--- src/rtl/rqps_pkg.sv ---
`timescale 1ns / 1ps
`default_nettype none
// ----------------------------------------------------------------------------
// rqps_pkg
// Shared types and codes for the ready queue priority select block.
// ----------------------------------------------------------------------------
package rqps_pkg;

	localparam int TAG_W  = 16;
	localparam int PRIO_W = 8;
	localparam int STAT_W = 2;
	localparam int STRAT_W = 2;

	localparam logic [STAT_W-1:0] ST_ACCEPTED = 2'd0;
	localparam logic [STAT_W-1:0] ST_FULL     = 2'd1;
	localparam logic [STAT_W-1:0] ST_GRANTED  = 2'd2;
	localparam logic [STAT_W-1:0] ST_EMPTY    = 2'd3;

	localparam logic [STRAT_W-1:0] STRAT_PRIO = 2'd1;

	localparam logic OP_ENQ  = 1'b0;
	localparam logic OP_TAKE = 1'b1;

	typedef struct packed {
		logic [TAG_W-1:0]  tag;
		logic [PRIO_W-1:0] prio;
	} entry_t;

	// per-cycle commands broadcast to every cell
	typedef struct packed {
		logic enq;
		logic shift;
	} ctrl_t;

	typedef struct packed {
		logic [STAT_W-1:0] status;
		entry_t            grant;
	} result_t;

endpackage
`default_nettype wire

--- src/rtl/ready_queue_priority_select.sv ---
`timescale 1ns / 1ps
`default_nettype none
// ----------------------------------------------------------------------------
// ready_queue_priority_select
// Bounded ready queue of task tags in arrival order. Append, or take the
// oldest entry (fifo) or the highest-priority oldest entry (priority mode).
// ----------------------------------------------------------------------------
//  channel  | handshake                 | payload
//  ---------+---------------------------+-----------------------------------
//  req      | req_valid / req_stall     | op, task_tag, task_priority
//  rsp      | rsp_valid / rsp_stall     | status, granted_tag, granted_priority
//  cfg      | cfg_write_en              | cfg_write_data (strategy)
//
//  Append, full, empty and fifo take: one item per cycle unless stalled.
//  Priority take: the search item is registered by each cell of the chain in
//  turn, then the selected slot and all later slots close up together.
//  Reset empties the queue and selects fifo; slot contents are not cleared.
//  One result may wait in the output register and one more in a skid slot;
//  req_stall rises only when both are full or a search is running.
// ----------------------------------------------------------------------------
module ready_queue_priority_select #(
	parameter int QUEUE_DEPTH = 16
) (
	input  wire        clk,
	input  wire        arst_n,
	input  wire        cfg_write_en,
	input  wire [1:0]  cfg_write_data,
	input  wire        req_valid,
	output logic       req_stall,
	input  wire        op,
	input  wire [15:0] task_tag,
	input  wire [7:0]  task_priority,
	output logic       rsp_valid,
	input  wire        rsp_stall,
	output logic [1:0] status,
	output logic [15:0] granted_tag,
	output logic [7:0] granted_priority
);

	localparam int IDX_W = $clog2(QUEUE_DEPTH);
	localparam int OCC_W = $clog2(QUEUE_DEPTH + 1);

	typedef enum logic [1:0] {
		S_IDLE = 2'b01,
		S_SCAN = 2'b10
	} state_t;

	state_t                          state_q;
	logic [OCC_W-1:0]                occ_q;
	logic [rqps_pkg::STRAT_W-1:0]    strat_q;
	logic                            out_vld_q;
	rqps_pkg::result_t               out_q;
	logic                            pend_q;
	rqps_pkg::result_t               pend_data_q;

	rqps_pkg::ctrl_t                 ctrl;
	logic [IDX_W-1:0]                sel_idx;
	logic                            scan_start;
	rqps_pkg::entry_t                new_entry;
	rqps_pkg::entry_t                ent      [QUEUE_DEPTH];
	logic                            tok_vld  [QUEUE_DEPTH];
	rqps_pkg::entry_t                tok_best [QUEUE_DEPTH];
	logic [IDX_W-1:0]                tok_idx  [QUEUE_DEPTH];
	logic                            tok_done;
	logic                            req_acc;
	logic                            res_vld;
	rqps_pkg::result_t               res;
	logic                            slot_free;
	state_t                          state_d;
	logic [OCC_W-1:0]                occ_d;

	assign new_entry.tag  = task_tag;
	assign new_entry.prio = task_priority;

	assign req_stall = (state_q != S_IDLE) || pend_q;
	assign req_acc   = req_valid && !req_stall;
	assign tok_done  = tok_vld[QUEUE_DEPTH-1];

	genvar gi;
	generate
		for (gi = 0; gi < QUEUE_DEPTH; gi++) begin : g_cell
			rqps_pkg::entry_t nxt;
			logic             tin_vld;
			rqps_pkg::entry_t tin_best;
			logic [IDX_W-1:0] tin_idx;

			if (gi == QUEUE_DEPTH - 1) begin : g_last
				assign nxt = ent[gi];
			end else begin : g_mid
				assign nxt = ent[gi+1];
			end

			if (gi == 0) begin : g_head
				assign tin_vld  = scan_start;
				assign tin_best = ent[0];
				assign tin_idx  = '0;
			end else begin : g_body
				assign tin_vld  = tok_vld[gi-1];
				assign tin_best = tok_best[gi-1];
				assign tin_idx  = tok_idx[gi-1];
			end

			rqps_cell #(
				.IDX_W    (IDX_W),
				.OCC_W    (OCC_W),
				.CELL_IDX (gi)
			) u_cell (
				.clk          (clk),
				.arst_n       (arst_n),
				.ctrl         (ctrl),
				.occ          (occ_q),
				.sel_idx      (sel_idx),
				.new_entry    (new_entry),
				.next_entry   (nxt),
				.entry        (ent[gi]),
				.tok_in_vld   (tin_vld),
				.tok_in_best  (tin_best),
				.tok_in_idx   (tin_idx),
				.tok_out_vld  (tok_vld[gi]),
				.tok_out_best (tok_best[gi]),
				.tok_out_idx  (tok_idx[gi])
			);
		end
	endgenerate

	always_comb begin
		ctrl       = '0;
		sel_idx    = '0;
		scan_start = 1'b0;
		res_vld    = 1'b0;
		res        = '0;
		state_d    = state_q;
		occ_d      = occ_q;
		unique case (state_q)
			S_IDLE: begin
				if (req_acc) begin
					if (op == rqps_pkg::OP_ENQ) begin
						res_vld = 1'b1;
						if (occ_q == OCC_W'(QUEUE_DEPTH)) begin
							res.status = rqps_pkg::ST_FULL;
						end else begin
							res.status = rqps_pkg::ST_ACCEPTED;
							ctrl.enq   = 1'b1;
							occ_d      = occ_q + 1'b1;
						end
					end else if (occ_q == '0) begin
						res_vld    = 1'b1;
						res.status = rqps_pkg::ST_EMPTY;
					end else if (strat_q == rqps_pkg::STRAT_PRIO) begin
						scan_start = 1'b1;
						state_d    = S_SCAN;
					end else begin
						res_vld    = 1'b1;
						res.status = rqps_pkg::ST_GRANTED;
						res.grant  = ent[0];
						ctrl.shift = 1'b1;
						occ_d      = occ_q - 1'b1;
					end
				end
			end
			S_SCAN: begin
				if (tok_done) begin
					res_vld    = 1'b1;
					res.status = rqps_pkg::ST_GRANTED;
					res.grant  = tok_best[QUEUE_DEPTH-1];
					ctrl.shift = 1'b1;
					sel_idx    = tok_idx[QUEUE_DEPTH-1];
					occ_d      = occ_q - 1'b1;
					state_d    = S_IDLE;
				end
			end
			default: state_d = S_IDLE;
		endcase
	end

	assign slot_free = !out_vld_q || !rsp_stall;

	always_ff @(posedge clk or negedge arst_n) begin
		if (!arst_n) begin
			state_q   <= S_IDLE;
			occ_q     <= '0;
			strat_q   <= '0;
			out_vld_q <= 1'b0;
			pend_q    <= 1'b0;
		end else begin
			state_q <= state_d;
			occ_q   <= occ_d;
			if (cfg_write_en) begin
				strat_q <= cfg_write_data;
			end
			if (res_vld) begin
				if (slot_free) begin
					out_vld_q <= 1'b1;
				end else begin
					pend_q <= 1'b1;
				end
			end else if (pend_q && slot_free) begin
				out_vld_q <= 1'b1;
				pend_q    <= 1'b0;
			end else if (slot_free) begin
				out_vld_q <= 1'b0;
			end
		end
	end

	always_ff @(posedge clk) begin
		if (res_vld) begin
			if (slot_free) begin
				out_q <= res;
			end else begin
				pend_data_q <= res;
			end
		end else if (pend_q && slot_free) begin
			out_q <= pend_data_q;
		end
	end

	assign rsp_valid        = out_vld_q;
	assign status           = out_q.status;
	assign granted_tag      = out_q.grant.tag;
	assign granted_priority = out_q.grant.prio;

	a_pend_behind_out: assert property (@(posedge clk) disable iff (!arst_n)
		pend_q |-> out_vld_q)
		else $error("skid slot full while output register empty");

	a_occ_bound: assert property (@(posedge clk) disable iff (!arst_n)
		occ_q <= OCC_W'(QUEUE_DEPTH))
		else $error("occupancy above queue depth");

	a_occ_step: assert property (@(posedge clk) disable iff (!arst_n)
		(occ_q != $past(occ_q)) |->
			((occ_q == $past(occ_q) + 1'b1) || (occ_q + 1'b1 == $past(occ_q))))
		else $error("occupancy moved by more than one");

	a_tok_in_scan: assert property (@(posedge clk) disable iff (!arst_n)
		tok_done |-> (state_q == S_SCAN))
		else $error("search item left the chain outside a search");

	a_scan_no_result: assert property (@(posedge clk) disable iff (!arst_n)
		((state_q == S_SCAN) && !tok_done) |-> !res_vld)
		else $error("result produced mid search");

endmodule
`default_nettype wire

--- src/rtl/rqps_cell.sv ---
`timescale 1ns / 1ps
`default_nettype none
// ----------------------------------------------------------------------------
// rqps_cell
// One queue slot: holds an entry, loads on append or close-up, and passes the
// running best-priority search item on to the next slot.
// ----------------------------------------------------------------------------
module rqps_cell #(
	parameter int IDX_W    = 4,
	parameter int OCC_W    = 5,
	parameter int CELL_IDX = 0
) (
	input  wire                  clk,
	input  wire                  arst_n,
	input  rqps_pkg::ctrl_t      ctrl,
	input  wire [OCC_W-1:0]      occ,
	input  wire [IDX_W-1:0]      sel_idx,
	input  rqps_pkg::entry_t     new_entry,
	input  rqps_pkg::entry_t     next_entry,
	output rqps_pkg::entry_t     entry,
	input  wire                  tok_in_vld,
	input  rqps_pkg::entry_t     tok_in_best,
	input  wire [IDX_W-1:0]      tok_in_idx,
	output logic                 tok_out_vld,
	output rqps_pkg::entry_t     tok_out_best,
	output logic [IDX_W-1:0]     tok_out_idx
);

	rqps_pkg::entry_t ent_q;
	rqps_pkg::entry_t tok_best_q;
	logic [IDX_W-1:0] tok_idx_q;
	logic             tok_vld_q;
	logic             live;
	logic             wins;

	assign live = OCC_W'(CELL_IDX) < occ;
	assign wins = live && (ent_q.prio > tok_in_best.prio);

	always_ff @(posedge clk) begin
		if (ctrl.enq && (OCC_W'(CELL_IDX) == occ)) begin
			ent_q <= new_entry;
		end else if (ctrl.shift && (IDX_W'(CELL_IDX) >= sel_idx)) begin
			ent_q <= next_entry;
		end
	end

	always_ff @(posedge clk or negedge arst_n) begin
		if (!arst_n) begin
			tok_vld_q <= 1'b0;
		end else begin
			tok_vld_q <= tok_in_vld;
		end
	end

	always_ff @(posedge clk) begin
		if (tok_in_vld) begin
			if (wins) begin
				tok_best_q <= ent_q;
				tok_idx_q  <= IDX_W'(CELL_IDX);
			end else begin
				tok_best_q <= tok_in_best;
				tok_idx_q  <= tok_in_idx;
			end
		end
	end

	assign entry        = ent_q;
	assign tok_out_vld  = tok_vld_q;
	assign tok_out_best = tok_best_q;
	assign tok_out_idx  = tok_idx_q;

endmodule
`default_nettype wire
--- config.mk ---
export PLATFORM = sky130hd
export DESIGN_NAME = ready_queue_priority_select
export DESIGN_NICKNAME = d
export VERILOG_FILES = /design/src/rtl/rqps_pkg.sv /design/src/rtl/ready_queue_priority_select.sv /design/src/rtl/rqps_cell.sv
export SDC_FILE = /design/constraint.sdc
export NUM_CORES = 1
export LEC_CHECK = 0
export ABC_AREA = 1
export ABC_CLOCK_PERIOD_IN_PS = 5400
export BUFFER_PORTS_ARGS = -buffer_cell sky130_fd_sc_hd__buf_2
export CAP_MARGIN = 20
export CORE_UTILIZATION = 55
export CTS_CLUSTER_DIAMETER = 30
export CTS_CLUSTER_SIZE = 8
export DETAILED_ROUTE_END_ITERATION = 10
export PLACE_DENSITY_LB_ADDON = 0.25
export SLEW_MARGIN = 20
export SYNTH_ARGS = -nofsm -noshare
export SYNTH_HDL_FRONTEND = slang
export SYNTH_HIERARCHICAL = 1
export SYNTH_SLANG_ARGS = --single-unit
--- constraint.sdc ---
create_clock -name clk -period 5.4 [get_ports clk]
set_clock_uncertainty 0.05 [all_clocks]
set_input_delay 0.27 -clock clk [delete_from_list [all_inputs] [get_ports clk]]
set_output_delay 0.27 -clock clk [all_outputs]
set_load 0.01 [all_outputs]
==> summary.md <==
The flow ran to the end, and the final reports show no timing, DRC or antenna violations. In this run the critical register-to-register path is launched from state_q[0]. The average instance in the mapped netlist occupies 10.4 um^2. Launching element of the worst setup path: state_q[0].

After synthesis the cells add up to 0.0452 mm^2. The synthesized-area fraction occupied by adder cells was 0.0366. The largest total area in the synthesized netlist belongs to sky130_fd_sc_hd__edfxtp_1.

Initial antenna violation count: 0. The sequential-to-total area share from yosys stat is 0.603. The global routing usage on met1 is 0.412. Setup repair after global routing left no endpoint under its margin. Terminus of the critical flop-to-flop path: g_cell[11].u_cell/entry[17]. Relative to the synthesized area, the layout overhead comes to 14.9%. For this design the top-level I/O count stands at 60.

The number of gates resized after CTS was 0. The met2 usage in global routing came out at 0.405. Cell with the most instances on the worst path: sky130_fd_sc_hd__nand2_1. The cell count after synthesis came out at 4327. For this run, design rule violations remaining after detail routing come to 0. Number of vias after detailed routing: 31.2k. STA puts the critical path data required time at 5.68 ns.

The max-slew violation count was 0; the maximum cell stage delay along the critical path was 0.90 ns. The fraction of layout instances using a drive strength above 1 came out at 0.150. Walking the worst path, the cells encountered are ha_1 -> nand3_2 -> inv_2 -> nand2_1 -> nor2_2 -> nand2_1 -> nor3b_4 -> buf_4 -> nand2_2 -> nand2_1. The number of antenna diodes in the final layout is 0.

For this run, the number of Yosys warnings is 6. The tools report the last weighted congestion value of the routability-driven placer as 0.943. The final-stage net count is 4603.

The simple-gate portion of the synthesized area was 0.218; the area of the core was 0.0809 mm^2. For the pin with the worst max-slew slack, the measured transition is 1.12 ns. The tree is rooted in a sky130_fd_sc_hd__clkbuf_16.

The analysis attributes to cell leakage a power of 23.1 nW. The clock drives 911 sinks. The biggest fanout along the worst timing path was 25. The worst-case reg-to-reg path depth was 10.

The layout has 6169 filler cells. Setup violations remaining at the end of the flow were counted as 0. Data on the critical path arrives at its endpoint at 4.80 ns. Cell row count: 104. By area the synthesized netlist is led by sky130_fd_sc_hd__edfxtp_1 59%, sky130_fd_sc_hd__nand2_1 13%, sky130_fd_sc_hd__nand3_1 4.8%. The via count of the first global-routing pass is 29.5k, and the die height is 289 um. In this run the power density over the cells is 473 mW/mm^2. The worst register-to-register path has a setup slack of 0.88 ns. Dividing the detail-routed wire length by the instance count gives 20.3 um.

In this run the number of cells on the critical path is 10. Synthesis inferred 911 register bits. In this run, CTS created clock tree buffers numbering 176. The clock reaches the later pin of the worst-skew pair after 0.74 ns.

In this run the horizontal extent of the chip is 289 um. The first global-routing pass estimated 175 mm of wire. The classification of the worst-slack hold path is primary input to flop.

For the total design power, the log shows 24.6 mW. Final number of hold-violating endpoints: 0. Part of the cycle the worst path needs: 0.837.

The total global routing overflow is 0. The maximum VDD drop is 301 uV. The gate family responsible for the most delay along the worst path was simple AND/OR/NAND/NOR gates. The synthesized netlist contains 55 unique library cells.

The slowest stage of the critical path is the sky130_fd_sc_hd__nand2_1 cell. The number of nets with antenna violations after routing is 0. The tools report the total negative slack for setup checks as 0 ns. For this block, the initial DRC count from the detailed router was 3850. By area, the combinational part of the netlist is dominated by simple AND/OR/NAND/NOR gates. The post-synthesis share of cell area spent on xor and xnor gates came out at 0.000582.

The H-tree was split into 4 levels. The share of synthesized area spent on multiplexers works out to 0.0365. TritonCTS built the clock tree. The post-synthesis compound-gate area fraction came out at 0.0370. STA classifies the critical path endpoint as a flop. The run gives 72.9 mm as the HPWL after detailed placement.

The quantity of I/O buffers inserted on ports was 59. The maximum number of pins on one net before global-route repair is 50, and the average via count per standard cell is 5.53. Before antenna repair, the detailed router went through 6 iterations. Initial standard-cell utilization of the core: 0.558. In this run the worst setup path terminates at g_cell[11].u_cell/entry[17]. The global-route track usage on met3 is 0.0614, and the relative max-transition margin is 0.254. The type of the setup path with the least slack was flop to flop. Subtracting the final worst setup slack from the clock period gives 4.52 ns. STA classifies the critical path startpoint as a flop. The detailed-route wire length was 114 mm. Based on the critical path, the design can be clocked at up to 221 MHz. Total routing usage reported by global routing: 0.279. For the full die area, the log shows 0.0833 mm^2. The tool flagged a number of max-cap violations equal to 0. The buffer and inverter count on the worst path was 2. The most congested layer reported by global routing is met1. The area fraction of the dominant cell type after synthesis came out at 0.588. The worst-case clock buffer depth is 3, and the smallest hold slack is 0.0867 ns. After clock tree synthesis, the clock-pin slew on the worst setup and hold paths is 0.05 ns.
logic make-up after synthesis:
logic type	Yosys count
simple gates	2241
mux	121
flops	911
compound gates	285
xor+xnor	3
buf+inv	633
fa+ha+maj	132
other cells	1
worst min-delay path: cells and delay by family:
kind,cells,cell delay [ns]
AOI/OAI and AO/OA,3,0.24
and+or+nand+nor,2,0.18
buffers and inverters,2,0.17
worst min-delay path by stage:
stage | from | to | depth (start not counted)
global route | req_valid | pend_data_q[24] | 5
detailed placement | pend_q | pend_q | 2
global placement | pend_q | pend_q | 2
CTS | req_valid | state_q[0] | 7
floorplan | arst_n | g_cell[0].u_cell/tok_out_vld | 0
finish | req_valid | state_q[0] | 7
metrics by stage:
stage                     setup slack (ns)  cells  utilization  cell area (um^2)
after CTS                            0.964   5642        0.641             51900
after floorplan                      0.661   4330            -             45200
after global routing                 0.729   5642        0.641             51900
after detailed placement              1.07   5313        0.565             45700
final                                0.881   5642        0.641             51900
after global placement                1.15   5313        0.565             45700
metal layers:
| metal | routed length, um | vias up |
|---|---|---|
| met5 | 45 | - |
| met4 | 3290 | 2 |
| met3 | 12100 | 215 |
| met2 | 49500 | 1583 |
| met1 | 49400 | 14700 |
| li1 | - | 14700 |
area by class of cell:
| cell class | count | area (um^2) | area share |
|---|---|---|---|
| multi-input cells | 2786 | 14900 | 0.287 |
| clock inverters | 109 | 1400 | 0.0271 |
| inverters | 459 | 1730 | 0.0334 |
| well taps | 1060 | 1330 | 0.0256 |
| repair buffers | 105 | 661 | 0.0127 |
| clock buffers | 212 | 4660 | 0.0899 |
| flip-flops and latches | 911 | 27200 | 0.525 |
power breakdown:
part / switching (mW) / internal (mW) / total (mW)
combinational: 3.36 / 1.14 / 4.50
clock: 3.62 / 7.41 / 11.0
sequential: 0.329 / 8.69 / 9.02
state kept, by name (all words and copies together) (netlist names):
signal / count
granted_tag: 16
granted_priority: 8
g_cell.u_cell/entry: 384
state_q: 2
rsp_valid: 1
status: 2
pend_data_q: 26
g_cell.u_cell/tok_out_vld: 16
pend_q: 1
g_cell.u_cell/tok_out_idx: 64
g_cell.u_cell/tok_out_best: 384
strat_q: 2
occ_q: 5
cells in the mapped netlist, drive strengths merged:
cell / instances
a21bo: 1
a21boi: 33
a21o: 16
a21oi: 45
a22oi: 1
a31oi: 1
and2: 1
buf: 146
clkbuf: 28
conb: 1
dfrtp: 26
dfstp: 1
edfxtp: 884
ha: 132
inv: 459
mux2: 121
nand2: 1669
nand3: 458
nand3b: 1
nand4: 10
nor2: 95
nor3: 4
nor3b: 2
o21ai: 185
o21bai: 1
o31ai: 2
or2: 1
xnor2: 2
xor2: 1
repair_timing:
action | CTS | global route
hold buffers | 8 | 0
endpoints found under the hold margin | 33 | 0
setup buffers | 0 | 0
layout by cell type, fill, tap and decap left out, drive strengths merged, types with 2 or more instances in the layout:
cell / Yosys / routed
nand4: 10 / 10
edfxtp: 884 / 884
mux2: 121 / 121
nand2: 1669 / 1669
clkinvlp: 0 / 12
o21ai: 185 / 185
clkinv: 0 / 66
dlygate4sd3: 0 / 8
nor3b: 2 / 2
a21oi: 45 / 45
dfrtp: 26 / 26
buf: 146 / 97
inv: 459 / 463
xnor2: 2 / 2
clkbuf: 28 / 212
conb: 1 / 4
ha: 132 / 132
o31ai: 2 / 2
nor2: 95 / 95
a21o: 16 / 16
bufinv: 0 / 27
a21boi: 33 / 33
nor3: 4 / 4
nand3: 458 / 458
No activity file was read; power rests on OpenSTA's default activity.
